==> src/hdl/ius_pkg.sv <==
`timescale 1ns / 1ps
package ius_pkg;

  localparam int STATUS_W = 2;
  localparam int COVER_W  = 49;
  localparam int COUNT_W  = 9;

  localparam logic [STATUS_W-1:0] STATUS_OK       = 2'd0;
  localparam logic [STATUS_W-1:0] STATUS_FULL     = 2'd1;
  localparam logic [STATUS_W-1:0] STATUS_INVERTED = 2'd2;

  // classification done at the front
  typedef enum logic [1:0] {
    KIND_INSERT,
    KIND_QUERY,
    KIND_BAD
  } ius_kind_t;

  typedef enum logic [2:0] {
    ST_IDLE,
    ST_QSCAN,
    ST_SCAN1,
    ST_SCAN2,
    ST_FLUSH,
    ST_DONE
  } ius_state_t;

endpackage

==> src/hdl/ius_if.sv <==
`timescale 1ns / 1ps
interface ius_in_if #(
  parameter int ID_BITS = 48
) ();
  logic               valid;
  logic               ready;
  logic               func;
  logic [ID_BITS-1:0] low;
  logic [ID_BITS-1:0] high;

  modport source (output valid, func, low, high, input ready);
  modport sink (input valid, func, low, high, output ready);
endinterface


==> src/hdl/ius_front.sv <==
`timescale 1ns / 1ps
module ius_front #(
  parameter int ID_BITS = 48
) (
  ius_in_if.sink             in_ch,
  input  logic               q_full,
  output logic               push,
  output logic [2*ID_BITS+1:0] push_item
);

  ius_pkg::ius_kind_t kind;

  always_comb begin
    if (in_ch.func) begin
      kind = ius_pkg::KIND_QUERY;
    end else if (in_ch.low > in_ch.high) begin
      kind = ius_pkg::KIND_BAD;
    end else begin
      kind = ius_pkg::KIND_INSERT;
    end
  end

  assign in_ch.ready = !q_full;
  assign push        = in_ch.valid && !q_full;
  assign push_item   = {kind, in_ch.low, in_ch.high};

endmodule

==> src/flat_wrapper.sv <==
// flat-port wrapper written by rule: the top's interface ports become plain ports
module ius_front_flat 
#(
  parameter int ID_BITS = 48
)
  (q_full, push, push_item, in_ch_valid, in_ch_func, in_ch_low, in_ch_high, in_ch_ready);
  ius_in_if #(.ID_BITS(ID_BITS)) in_ch_i ();
  input  logic q_full;
  output logic push;
  output logic [2*ID_BITS+1:0] push_item;
  input wire logic [$bits(in_ch_i.valid)-1:0] in_ch_valid;
  input wire logic [$bits(in_ch_i.func)-1:0] in_ch_func;
  input wire logic [$bits(in_ch_i.low)-1:0] in_ch_low;
  input wire logic [$bits(in_ch_i.high)-1:0] in_ch_high;
  output wire logic [$bits(in_ch_i.ready)-1:0] in_ch_ready;
  assign in_ch_i.valid = in_ch_valid;
  assign in_ch_i.func = in_ch_func;
  assign in_ch_i.low = in_ch_low;
  assign in_ch_i.high = in_ch_high;
  assign in_ch_ready = in_ch_i.ready;
  ius_front #(.ID_BITS(ID_BITS)) u_core (.in_ch(in_ch_i), .q_full(q_full), .push(push), .push_item(push_item));
endmodule
==> config.mk <==
export PLATFORM = sky130hd
export DESIGN_NAME = ius_front_flat
export DESIGN_NICKNAME = d
export VERILOG_FILES = /design/src/hdl/ius_pkg.sv /design/src/hdl/ius_if.sv /design/src/hdl/ius_front.sv /design/src/flat_wrapper.sv
export SDC_FILE = /design/constraint.sdc
export NUM_CORES = 1
export LEC_CHECK = 0
export ABC_AREA = 1
export BUFFER_PORTS_ARGS = -buffer_cell sky130_fd_sc_hd__buf_4
export CORE_MARGIN = 2
export CORE_UTILIZATION = 39
export DETAILED_ROUTE_END_ITERATION = 10
export GPL_TIMING_DRIVEN = 0
export PLACE_DENSITY = 0.91
export SETUP_SLACK_MARGIN = 0.5
export SLEW_MARGIN = 30
export SYNTH_ARGS = -nofsm -noshare
export SYNTH_HDL_FRONTEND = slang
export SYNTH_SLANG_ARGS = --single-unit
==> constraint.sdc <==
create_clock -name vclk -period 1.5
set_input_delay 0.15 -clock vclk [all_inputs]
set_output_delay 0.15 -clock vclk [all_outputs]
set_load 0.01 [all_outputs]
=== Yosys cells after proc, flatten, opt, wreduce, memory -nomap -nowiden ===
Index checks and enable logic that the tools add are counted.

* Input bits: 99
* Register bits: 0
* Output and inout port bits: 100

* $lt $le $gt $ge: 1
* Multiplexer cells: 2
* Reductions and logical operators: 2

{| class="wikitable"
|+ Operator list
! operator !! number
|-
| > comparator 48 bit || 1
|-
| 2-to-1 mux 2 bit || 2
|-
| logical AND 1 bit || 1
|-
| logical NOT 1 bit || 1
|}

=== Logic depth before layout (Yosys ltp) ===
* Depth in word-level cells: 3
* Depth in mapped cells: 14

=== Worst setup path after synthesis ===
No wires, ideal clock.

* Path kind: input to output
* Start: input port in_ch_high[31]
* End: output port push_item[97]
* Buffers on the path: 0
* Cell stages on the path: 10
* Arrival: 1.207 ns
* Path slack: 0.143 ns
* Cells stage by stage: inv_1 -> ha_1 -> nand2_1 -> nor2_2 -> nand4_2 -> nor2_1 -> nand2_1 -> a21oi_2 -> nor2_1 -> nor2_1

* Longest elaborated chain between the ends: 3

{| class="wikitable"
|+ Ends and longest elaborated chain
! what !! line !! text
|-
| start, declared || flat_wrapper.sv:14 || <nowiki>input wire logic [$bits(in_ch_i.high)-1:0] in_ch_high;</nowiki>
|-
| > comparator 48 bit || ius_front.sv:16 || <nowiki>end else if (in_ch.low > in_ch.high) begin</nowiki>
|-
| 2-to-1 mux 2 bit || ius_front.sv:16 ||
|-
| 2-to-1 mux 2 bit || ius_front.sv:14 || <nowiki>if (in_ch.func) begin</nowiki>
|-
| end, declared || flat_wrapper.sv:10 || <nowiki>output logic [2*ID_BITS+1:0] push_item;</nowiki>
|}

No other way between the ends.

=== Final worst setup path ===
* Start: input port in_ch_high[42]
* End: output port push_item[97]

Same word-level chain as after synthesis.

==> qor.yml <==
status: "complete, but fails checks"
violations: "negative setup slack"
row_count: 26
nFillCells: 294
drtPass1Iterations: 4
syn_area_um2: 2090
synth_area_leaders: "buf_4 (35%), ha_1 (29%), inv_1 (12%), nand2_1 (10%), a21oi_1 (4.6%)"
slew_headroom_pct: 83.7
crit_type: "input port to output port"
grt_util_all_layers_pct: 24.2
yosys.cell_types.count: 17
clock_buffers: 0
startpoint_type: "input port"
yosys_warnings: 0
placeableCoreArea_um2: 5140
tightest_slew_ps: 244
dp_hpwl_um: 6180
grt_antenna_before_repair: 0
final_cell_mix: "buf_4 (275), inv_1 (38), nand2_1 (32), ha_4 (31), buf_6 (22)"
tns_ps: -132
hold_path_class: "input port to output port"
finalWirelength_um: 9130
setup_slack_ps: -132
postSynthNetCount: 467
seq_area_frac_synth_pct: 0
drc_errors: 0
io_pins: 199
die_h_um: 77.1
ant_nets: 0
nNetsFinal: 672
synth_area_leader_cell: "buf_4"
hold_viol: 0
netlist_instances: 320
timing.final.max_slew_violations: 0
crit_arrival_ps: 1480
rsz0062_at_grt: "yes"
portBuffers: 199
fp.dieArea_um2: 5950
vdd.ir_drop.worst_v: 0.000201
regArea_um2: 0
grt_overflow: 0
layout_commonest_cell: "buf_4"
start_util_pct: 40.6
powerDensity_nw_per_um2: 318
grt_pass1_vias: 2701
postCtsHoldBufs: 0
multi_input_area_um2: 1690
num_vias: 2685
p_leak_nw: 2.47
seq_cell_count: 0
n_antenna_cell: 0
post-place-ws_ps: -155
finalCriticalPeriod_ps: 1630
place_congestion: 0.742
grt_max_degree: 4
syn_avg_cell_area_um2: 6.52
grt_first_pass_wirelength_um: 12000
via_per_inst: 4.53
yosys.area.top_type_share_pct: 34.9
cp-end-kind: "output port"
wire_per_inst_um: 15.4
required_ps: 1350
syn_to_final_growth_pct: 112
max_cap_violations: 0
drt_iter0_markers: 32
path_max_fanout: 2
die_x_um: 77.1
p_total_w: 0.00141
drive_above_1_share_pct: 78.2
setup_viol: 1
fmax_mhz: 613
fin_hold_ws_ps: 559
period_share_pct: 109
[per-layer routing]
| layer | global-route usage, % | vias to the layer above | part of all wire [%] |
|---|---|---|---|
| met3 | 4.24 | 22 | 7.1 |
| met1 | 23.0 | 1224 | 35 |
| met4 | 5.54 | 0 | 2.4 |
| met2 | 51.7 | 144 | 56 |
| li1 | - | 1295 | - |
| met5 | 0 | - | 0 |
[where the power goes]
group	internal, W	switching [W]
Clock	0	0
Combinational	0.000799	0.000609
Sequential	0	0
Total	0.000799	0.000609
[layout make-up]
cell class / instances / area share (%)
Buffer: 97 / 16.4
Inverter: 67 / 6.58
Multi-Input combinational cell: 156 / 38.2
Tap cell: 70 / 1.98
Timing Repair Buffer: 203 / 36.8
[logic make-up (layout without fill, tap and decap cells)]
family                     after synthesis  after routing  synth area share, %
AOI/OAI and AO/OA                       27             27                 7.26
adders and majority gates               48             48                 28.8
buffers and inverters                  164            367                 47.0
and+or+nand+nor                         81             81                 17.0
[through the flow]
step / util (%) / instance area, µm² / cells
after CTS: 79.2 / 4070 / 589
after global routing: 86.2 / 4430 / 593
after global placement: 74.1 / 3810 / 589
after floorplan: - / 2230 / 320
after detailed placement: 74.1 / 3810 / 589
final: 86.2 / 4430 / 593
[worst paths after layout]
kind	startpoint	to	slack [ps]	cells after the start
setup / recovery	in_ch_high[42]	push_item[97]	-130	12
hold / removal	q_full	in_ch_ready	560	3
[cell usage after synthesis]
cell type	instances
nand3_1	3
a21oi_1	19
inv_2	3
buf_4	97
nand4_1	1
ha_1	48
o21ai_0	2
o21a_1	2
o21bai_1	1
nor2_1	10
a21oi_2	1
nor2_2	5
inv_1	64
nand4_2	3
nand2_2	2
nand2_1	57
a21o_1	2
[repair_timing]
item | in CTS | in global routing
pin swaps | 28 | 49
buffers inserted | 0 | 4
gates resized for setup | 48 | 80
setup endpoints to repair | 1 | 1
[critical path, cell delays in order]
cell	delay, ps
buf_4	90
inv_1	40
ha_1	310
nand2_2	80
nor2_1	160
nand2_2	110
nor2_4	100
nand2_2	60
a21oi_2	110
nor2_2	50
nor2_2	100
buf_6	110
Power figures use the tool's default switching activity.
