`config.mk`:
```
export PLATFORM = sky130hd
export DESIGN_NAME = ius_queue
export DESIGN_NICKNAME = d
export VERILOG_FILES = /design/src/hdl/ius_queue.sv
export SDC_FILE = /design/constraint.sdc
export NUM_CORES = 1
export LEC_CHECK = 0
export BUFFER_PORTS_ARGS = -buffer_cell sky130_fd_sc_hd__buf_2
export CORE_MARGIN = 2
export CORE_UTILIZATION = 56
export DETAILED_ROUTE_END_ITERATION = 16
export GPL_ROUTABILITY_DRIVEN = 0
export GPL_TIMING_DRIVEN = 0
export PLACE_DENSITY_LB_ADDON = 0.12
export SYNTH_ARGS = -nofsm -noshare
export SYNTH_HDL_FRONTEND = slang
export SYNTH_SLANG_ARGS = --single-unit
```
`constraint.sdc`:
```
create_clock -name clk -period 7.65 [get_ports clk]
set_input_delay 0.765 -clock clk [delete_from_list [all_inputs] [get_ports clk]]
set_output_delay 0.765 -clock clk [all_outputs]
set_load 0.05 [all_outputs]
```
`src/hdl/ius_queue.sv`:
```
`timescale 1ns / 1ps
module ius_queue #(
  parameter int W = 98
) (
  input  logic         clk,
  input  logic         rst_n,
  input  logic         push,
  input  logic [W-1:0] push_item,
  output logic         full,
  input  logic         pop,
  output logic [W-1:0] pop_item,
  output logic         not_empty
);

  logic [W-1:0] slot_r [2];
  logic         wr_ptr_r, wr_ptr_nxt;
  logic         rd_ptr_r, rd_ptr_nxt;
  logic [1:0]   cnt_r, cnt_nxt;

  assign full      = (cnt_r == 2'd2);
  assign not_empty = (cnt_r != 2'd0);
  assign pop_item  = slot_r[rd_ptr_r];

  always_comb begin
    wr_ptr_nxt = wr_ptr_r ^ push;
    rd_ptr_nxt = rd_ptr_r ^ pop;
    cnt_nxt    = cnt_r + {1'b0, push} - {1'b0, pop};
  end

  always_ff @(posedge clk) begin
    if (!rst_n) begin
      wr_ptr_r <= 1'b0;
      rd_ptr_r <= 1'b0;
      cnt_r    <= 2'd0;
    end else begin
      wr_ptr_r <= wr_ptr_nxt;
      rd_ptr_r <= rd_ptr_nxt;
      cnt_r    <= cnt_nxt;
    end
  end

  always_ff @(posedge clk) begin
    if (push) begin
      slot_r[wr_ptr_r] <= push_item;
    end
  end

endmodule

```
After elaboration in Yosys (flattened, before gate mapping)
Memory sizes are Yosys's and may differ from the RTL's. A register that Yosys moved wholly into a read port is not among the register bits. Cells that the tools add are included.

Output and inout port bits: 100. Flip-flop bits (word level): 4. Input bits: 102. Logic and storage cells: 13. Memories kept: 1. Memory bits (writable): 196.

Reductions and logical operators: 1. Bitwise gates (word level): 2. Muxes and demuxes: 3. Add/sub/neg operators: 2. Equality and inequality tests: 1.

Memory list: slot_r (depth 2, width 98, rd ports 1, clocked after Yosys merged registers in 1, wr ports 1, RTL line 15) `logic [W-1:0] slot_r [2];`.

Operators with widths (count): $mux 1 (3); $add 2x1->2 (1); $eq 2x2->1 const B (1); $reduce_bool 2->1 (1); $sub 2x1->2 (1); $xor 1x1->1 (2).

Depth between registers and ports, before layout
Gate-level depths: netlist of the first run.

Depth after elaboration: 2. Gate-level depth with buffers: 6. Gate-level depth less buffers: 6.

Worst setup path after synthesis of the first run
No wires, ideal clock.

Path kind: input to register. Start point: input port push. End point: memory slot_r[0][0] (enable). Data required time: 7.182 ns. Setup slack: 4.094 ns. Setup time: 0.468 ns. Path buffers: 0. Arrival: 3.088 ns. Stages: 1. Cells stage by stage: ha_1.

Word-level cells in the longest chain between the ends: 2.

RTL lines: start, declared (RTL line 7) `input logic push,`; $mux 1 (RTL line 43) `if (push) begin`; $mux 1 (not written as such) (RTL line 44) `slot_r[wr_ptr_r] <= push_item;`; end, declared (RTL line 15).

No other way between the ends.

==> metrics.md, run 1 <==
| Metric | Value |
|---|---|
| Final-layout setup total negative slack | 0 ps |
| Max Clock Freq | about 0.39 GHz |
| Basic-gate share of the synthesized area counting and, or, nand and nor cells | 0.00593 |
| Inserted Diodes | 0 |
| Max-Slew Margin vs Limit | 0.380 |
| Post-detailed-placement half-perimeter wirelength | 8.44 mm |
| Total die area | 14100 um^2 |
| Final non-filler cell total | 734 |
| Outcome | finished clean |
| Post-synthesis instance total | 326 |
| Height of the die | 119 um |
| Adder-cell area share of the yosys netlist | 0.00678 |
| RSZ-0062 raised after global routing | no |
| Pin count of the biggest net entering global routing | 65 |
| Largest clock skew in the final design | 5.55 ps |
| Cell area after synthesis | 7380 um^2 |
| Max VDD drop | 229 uV |
| Total wire length | 12.7 mm |
| Number of failing hold endpoints at the final stage | 0 |
| CP endpoint kind | output port |
| Proportion of layout cells with a drive suffix above 1 | 0.609 |
| Buffers inserted by post-CTS timing repair | 0 |
| Launch instance of the worst min-delay path | push_item[95] |
| YS warnings | 0 |
| Global-route wire length before repair | between 15 and 20 mm |
| Number of cells on the worst hold path | 1 |
| Effective utilization at floorplan | 0.580 |
| Latest clock arrival within the worst-skew pair | approximately 470 ps |
| Hold slack | roughly 480 ps |
| CP max FO | 10 |
| Register clock-pin slew on the reported worst setup and hold paths | about 60 ps |
| Final core area utilization | 0.727 |
| Total stage count of the critical path | 5 |
| Nature of the critical path startpoint | register |
| Xor/xnor cell area share of the yosys netlist | 0.00424 |
| Num Clock Sinks | 201 |
| Cell variety after synth | 13 |
| Net count after synthesis | 432 |
| CTS Root Buffer Type | clkbuf_16 |
| Number of global-route vias before repair | approximately 3900 |
| Sequential cell area fraction in the yosys report | 0.811 |
| Pwr Total | 2630 uW |
| Post-layout net count | 657 |
| Critical R2R Capture | slot_r[0][3] |
| Hold endpoint | slot_r[1][95] |
| Total power divided by cell area | between 200 and 300 nW/um^2 |
| Slew of the pin with the lowest slew margin | 929 ps |
| Vias per std cell | 5.04 |
| Min Clock Period, post-route | 2590 ps |
| CTS Hold Bufs | 0 |
| Source of the worst register-to-register timing path | wr_ptr_r |
| Type of the worst min-delay path | in2reg |
| Slowest library cell on the worst path | dfxtp_1 |
| Largest family of logic cells by synthesized area | multiplexers |
| Initial antenna violation count | 0 |
| CTS buffer count | 20 |
| Wire length per cell after detailed routing | 17.3 um |
| Die X | 119 um |
| GRT Total Usage | 0.176 |
| Iteration count of the initial detailed-routing pass | 4 |
| Port bufs | 201 |
| Cell-by-cell listing of the critical path | buf_6 > buf_6 > buf_6 > mux2_4 > buf_2 |
| Synthesis-to-finish area growth | 25.3% |
| Buffers and inverters on the worst path | 4 |
| Max Root-Sink Buffers | 3 |
| Final setup fails | 0 |
| Crit Path Category | reg2out |
| Crit-path leading delay family | buffers and inverters |
| Core Footprint | ~13000 um^2 |
| Depth of the worst register-to-register path | 3 |
| Critical path arrival | 1820 ps |
| Number of flip-flops and latches in the synthesized netlist | 201 |
| Antenna Nets Post-Route | 0 |
| Count of standard-cell rows | 41 |
| Worst path required time | approximately 6900 ps |
| PostCTS Resize Cnt | 0 |
| Multiplexer area fraction after synthesis | 0.160 |
| Placed insts | approximately 700 |
| Average cell area after synthesis | 22.6 um^2 |
| Final max-slew violation count | 0 |
| R2R setup slack | 5830 ps |
| CTS HTree Levels | 1 |
| Total overflow reported by the global router | 0 |
| Max-cap viol count | 0 |
| DRC violations left | 0 |
| Initial DRC count | approximately 220 |
| Maximum cell stage delay along the critical path | 320 ps |
| Final Cycle Share | 0.338 |
| CTS tree | yes |
| Total via count after detailed routing | 3698 |
| Number of I/O pins | 202 |
| Library cell appearing most often on the critical path | buf_6 |
| Compound-cell area share of the yosys netlist | 0 |
| Leak Pwr | between 0.003 and 0.004 uW |
-- cell families after synthesis --
group                      Yosys count
xor gates and xnor gates             2
muxes                               98
DFF                                201
and+or+nand+nor                      7
adders and majority gates            4
buffers and inverters               14
-- cells in the mapped netlist --
cell type    n  area [um^2]
and2_1       3         18.8
buf_2        7         35.0
buf_6        4         45.0
dfxtp_1      5          100
edfxtp_1   196         5890
ha_1         4         50.1
inv_1        3         11.3
mux2_2      78          878
mux2_4      20          300
nor2b_1      3         18.8
or2_2        1         6.26
xnor3_1      1         22.5
xor2_1       1         8.76
-- routing by layer --
layer,part of all wire,wire (um),global-route usage,up-vias
li1,-,-,-,1738
met1,0.38,4870,0.212,1785
met2,0.50,6320,0.298,148
met3,0.089,1130,0.0589,27
met4,0.028,357,0.0595,0
met5,0,0,0,-
-- report_power, final --
group | internal, uW | total (uW) | switching (uW) | leakage [uW]
sequential | 1290 | 1300 | 16.1 | 0.00188
combinational | 142 | 468 | 327 | 0.00139
clock | 496 | 860 | 364 | 0.000287
-- how the worst max path moves through the flow --
stage / start / endpoint / slack (ps)
2_1_floorplan: push / slot_r[0][0] / 4090
3_3_place_gp: push / slot_r[1][81] / 2790
3_5_place_dp: push / slot_r[0][79] / 5250
4_1_cts: register / pop_item[87] / 5020
5_1_grt: register / pop_item[87] / 4990
6_report: register / pop_item[87] / 5060
-- flip-flops by register name, summed over array words and instances, names as in the netlist, named ones only --
signal    count
cnt_r         2
rd_ptr_r      1
slot_r      196
wr_ptr_r      1
-- placed cells by master (no fill, tap or decap), types with 2 or more instances in the layout --
cell / synthesis / routed
buf_2: 7 / 208
edfxtp_1: 196 / 196
mux2_2: 78 / 78
clkbuf_16: 0 / 21
mux2_4: 20 / 20
dfxtp_1: 5 / 5
clkinv_2: 0 / 5
buf_6: 4 / 4
inv_1: 3 / 3
and2_1: 3 / 3
nor2b_1: 3 / 3
clkinv_1: 0 / 3
clkbuf_1: 0 / 3
ha_1: 4 / 2
ha_4: 0 / 2
buf_12: 0 / 2
-- cell type report --
| type | instances | area (um^2) |
|---|---|---|
| multi-input combinational | 111 | 1330 |
| buffer | 11 | 80.1 |
| timing repair buffer | 203 | 1050 |
| sequential | 201 | 5990 |
| clock buffer | 24 | 537 |
| fill | 830 | 3470 |
| inverter | 3 | 11.3 |
| tap | 172 | 215 |
| clock inverter | 9 | 43.8 |
-- per-stage QoR --
stage	cell area (um^2)	setup slack, ps
after CTS	9250	5020
final	9250	5060
after floorplan	7380	4090
after global placement	8600	2790
after global routing	9250	4990
after detailed placement	8670	5250
No activity file was read; power rests on OpenSTA's default activity.
==> run 2, diff against run 1 <==
--- a/config.mk
+++ b/config.mk
@@ -7,7 +7,7 @@
 export LEC_CHECK = 0
 export BUFFER_PORTS_ARGS = -buffer_cell sky130_fd_sc_hd__buf_2
 export CORE_MARGIN = 2
-export CORE_UTILIZATION = 56
+export CORE_UTILIZATION = 47
 export DETAILED_ROUTE_END_ITERATION = 16
 export GPL_ROUTABILITY_DRIVEN = 0
 export GPL_TIMING_DRIVEN = 0
==> constraint.sdc (replaced) <==
create_clock -name clk -period 2.2 [get_ports clk]
set_input_delay 0.22 -clock clk [delete_from_list [all_inputs] [get_ports clk]]
set_output_delay 0.22 -clock clk [all_outputs]
set_load 0.05 [all_outputs]
==> run 2 against run 1 <==
Clock skew rose by 2.8 ps; first-iteration DRC count down 45%; total power grew to 3.7 times the previous value; sequential share of layout area decreased by 7.0 points; critical path depth stayed put; final cell count rose by 19%.
==> metrics.md, run 2 (synthesis gave the netlist of run 1 again) <==
| Metric | Value |
|---|---|
| DRC violations left | 0 (unchanged) |
| Post-route setup slack | 133 ps (-4930 ps) |
| Proportion of total power due to net switching | 0.262 (-0.00615) |
| Synthesis-to-finish area growth | 40.6% |
| Fill cell instance count of the final layout | 1030 (+24%) |
| Post-layout net count | 757 (+15%) |
| Crit Path Category | reg2out |
| Final Cycle Share | 0.940 |
| Max-cap viol count | 0 (unchanged) |
| CTS HTree Levels | 1 (unchanged) |
| Library cell appearing most often on the critical path | buf_6 |
| Total wire length | 14.1 mm (+11%) |
| Total via count after detailed routing | 4112 (+11%) |
| CP endpoint kind | output port |
| Max-Slew Margin vs Limit | 0.386 (+0.00559) |
| Multi-input gate area in the final layout | 1330 um^2 (unchanged) |
| Initial DRC count | 122 (-45%) |
| Final core area utilization | 0.680 (-0.0469) |
| Number of failing hold endpoints at the final stage | 0 (unchanged) |
| Max Clock Freq | 0.484 GHz |
| CP max FO | 10 (unchanged) |
| Max VDD drop | 803 uV (+250%) |
| Outcome | finished clean |
| Type of the worst min-delay path | in2reg |
| Met2 Usage GRT | 0.297 (-0.000919) |
| Buffers inserted by post-CTS timing repair | 0 (unchanged) |
| Cell-by-cell listing of the critical path | buf_6 > buf_6 > buf_6 > mux2_4 > buf_2 |
| Largest clock skew in the final design | 8.36 ps (+2.82 ps) |
| Global-route wire length before repair | 21.3 mm (+9.5%) |
| CTS tree | yes |
| Iteration count of the initial detailed-routing pass | 4 (unchanged) |
| Proportion of layout cells with a drive suffix above 1 | 0.512 (-0.0965) |
| Slew of the pin with the lowest slew margin | 921 ps (-8.39 ps) |
| Number of global-route vias before repair | 4365 (+13%) |
| Most common cell after layout, fill and taps aside | buf_2 |
| Inserted Diodes | 0 (unchanged) |
| Initial antenna violation count | 0 (unchanged) |
| Final max-slew violation count | 0 (unchanged) |
| Total die area | 16700 um^2 (+18%) |
| Total overflow reported by the global router | 0 (unchanged) |
| Total power divided by cell area | 936 nW/um^2 (+230%) |
| Latest clock arrival within the worst-skew pair | 480 ps (about the same) |
| Slowest library cell on the worst path | dfxtp_1 |
| Top reg by flops | slot_r |
| Pin count of the biggest net entering global routing | 65 (unchanged) |
| Effective utilization at floorplan | 0.484 (-0.0964) |
| Part of the power in registers | 0.466 (-0.029) |
| Port bufs | 201 (unchanged) |
| Vias per std cell | 4.70 (-6.7%) |
| GRT met3 Usage | 0.0545 (-0.00438) |
| Top Registers | slot_r (196), cnt_r (2) |
| Antenna Nets Post-Route | 0 (unchanged) |
| Worst path required time | 1980 ps (-4900 ps) |
| Psw | 2550 uW (+260%) |
| Nature of the critical path startpoint | register |
| RSZ-0062 raised after global routing | no |
| Wire length per cell after detailed routing | 16.1 um (-6.7%) |
| Most frequent cells in the layout | buf_2, edfxtp_1, dlygate4sd3_1, mux2_2, clkbuf_16 |
| Pre-CTS setup slack | 326 ps (-4920 ps) |
| Die X | 129 um (+8.8%) |
| PostCTS Resize Cnt | 0 (unchanged) |
| Min Clock Period, post-route | between 2000 and 2500 ps |
| Pint | 7170 uW (+270%) |
| Max Root-Sink Buffers | 3 (unchanged) |
| Max reg flops | 196 (unchanged) |
| FF+latch area | 5990 um^2 (unchanged) |
| CTS Root Buffer Type | clkbuf_16 |
| GRT Total Usage | 0.165 (-0.0106) |
| Final setup fails | 0 (unchanged) |
| Height of the die | 129 um (+8.8%) |
| Post-detailed-placement half-perimeter wirelength | 8.63 mm (+2.2%) |
| Num Clock Sinks | 201 (unchanged) |
| Number of I/O pins | 202 (unchanged) |
| CTS buffer count | 21 (+5.0%) |
| GRT met1 Usage | 0.187 (-0.0249) |
| Count of standard-cell rows | 45 (+9.8%) |
| Layer carrying the most global-route usage | met2 |
| Register clock-pin slew on the reported worst setup and hold paths | 60 ps (about the same) |
| Maximum cell stage delay along the critical path | 320 ps (about the same) |
| Clk pwr share | 0.351 (+0.024) |
| Critical path arrival | 1850 ps (+30 ps) |
| Hold slack | 99.8 ps (-382 ps) |
| CTS Hold Bufs | 99 (+99) |
| Core Footprint | 15300 um^2 (+20%) |
| Leak Pwr | 0.00401 uW (+13%) |
| Combinational share of power | 0.183 (+0.005) |
## run 2: changes by cell type in the layout (fill, tap and decap cells not counted)
cell           delta
clkinv_2          -4
clkbuf_1          +1
buf_12            -1
clkinv_1          +4
bufinv_16         +3
clkinvlp_4        -1
buf_16            +1
dlygate4sd3_1    +99
## run 2: final timing paths
| kind | start | to | slack [ps] | cells past startpoint |
|---|---|---|---|---|
| worst max-delay path | register | pop_item[83] | 130 | 5 |
| worst min-delay path | pop | register | 100 | 3 |
| worst max register to register | wr_ptr_r | slot_r[1][94] | 420 | 2 |
| worst min register to register | rd_ptr_r | register | 590 | 2 |
## run 2: metrics by stage
step / cells / power (uW) / TNS, ps / cell area [um^2]
CTS: 875 / 9810 / 0 / 10400
global route: 875 / 10100 / 0 / 10400
finish: 875 / 9720 / 0 / 10400
floorplan: 326 / 5830 / 0 / 7390
global placement: 738 / 6220 / -110720 / 8660
detailed placement: 740 / 6260 / 0 / 8720
## run 2: power groups by stage
stage          Combinational [uW]  Clock (uW)  Sequential (uW)
6_report                     1770        3410             4530
5_1_grt                      1880        3640             4540
4_1_cts                      1790        3490             4530
3_5_place_dp                 1650           0             4610
3_3_place_gp                 1610           0             4610
2_1_floorplan                1230           0             4600
## run 2: cell type report
class / instances / area share
multi-input combinational: 111 / 0.128
inverter: 3 / 0.00109
timing repair buffer: 302 / 0.197
buffer: 11 / 0.00772
tap: 211 / 0.0254
clock inverter: 11 / 0.0117
clock buffer: 25 / 0.0521
sequential: 201 / 0.577
## run 2: metal layers
metal  wire [um]  vias up
met3        1130       27
met5           0        -
met2        7070      146
met4         400        0
li1            -     1938
met1        5500     2001
## run 2: critical path: cells and delay by family, from the launching register on
kind | cells | cell delay, ps
mux | 1 | 310
buf+inv | 4 | 720
flops | 1 | 320
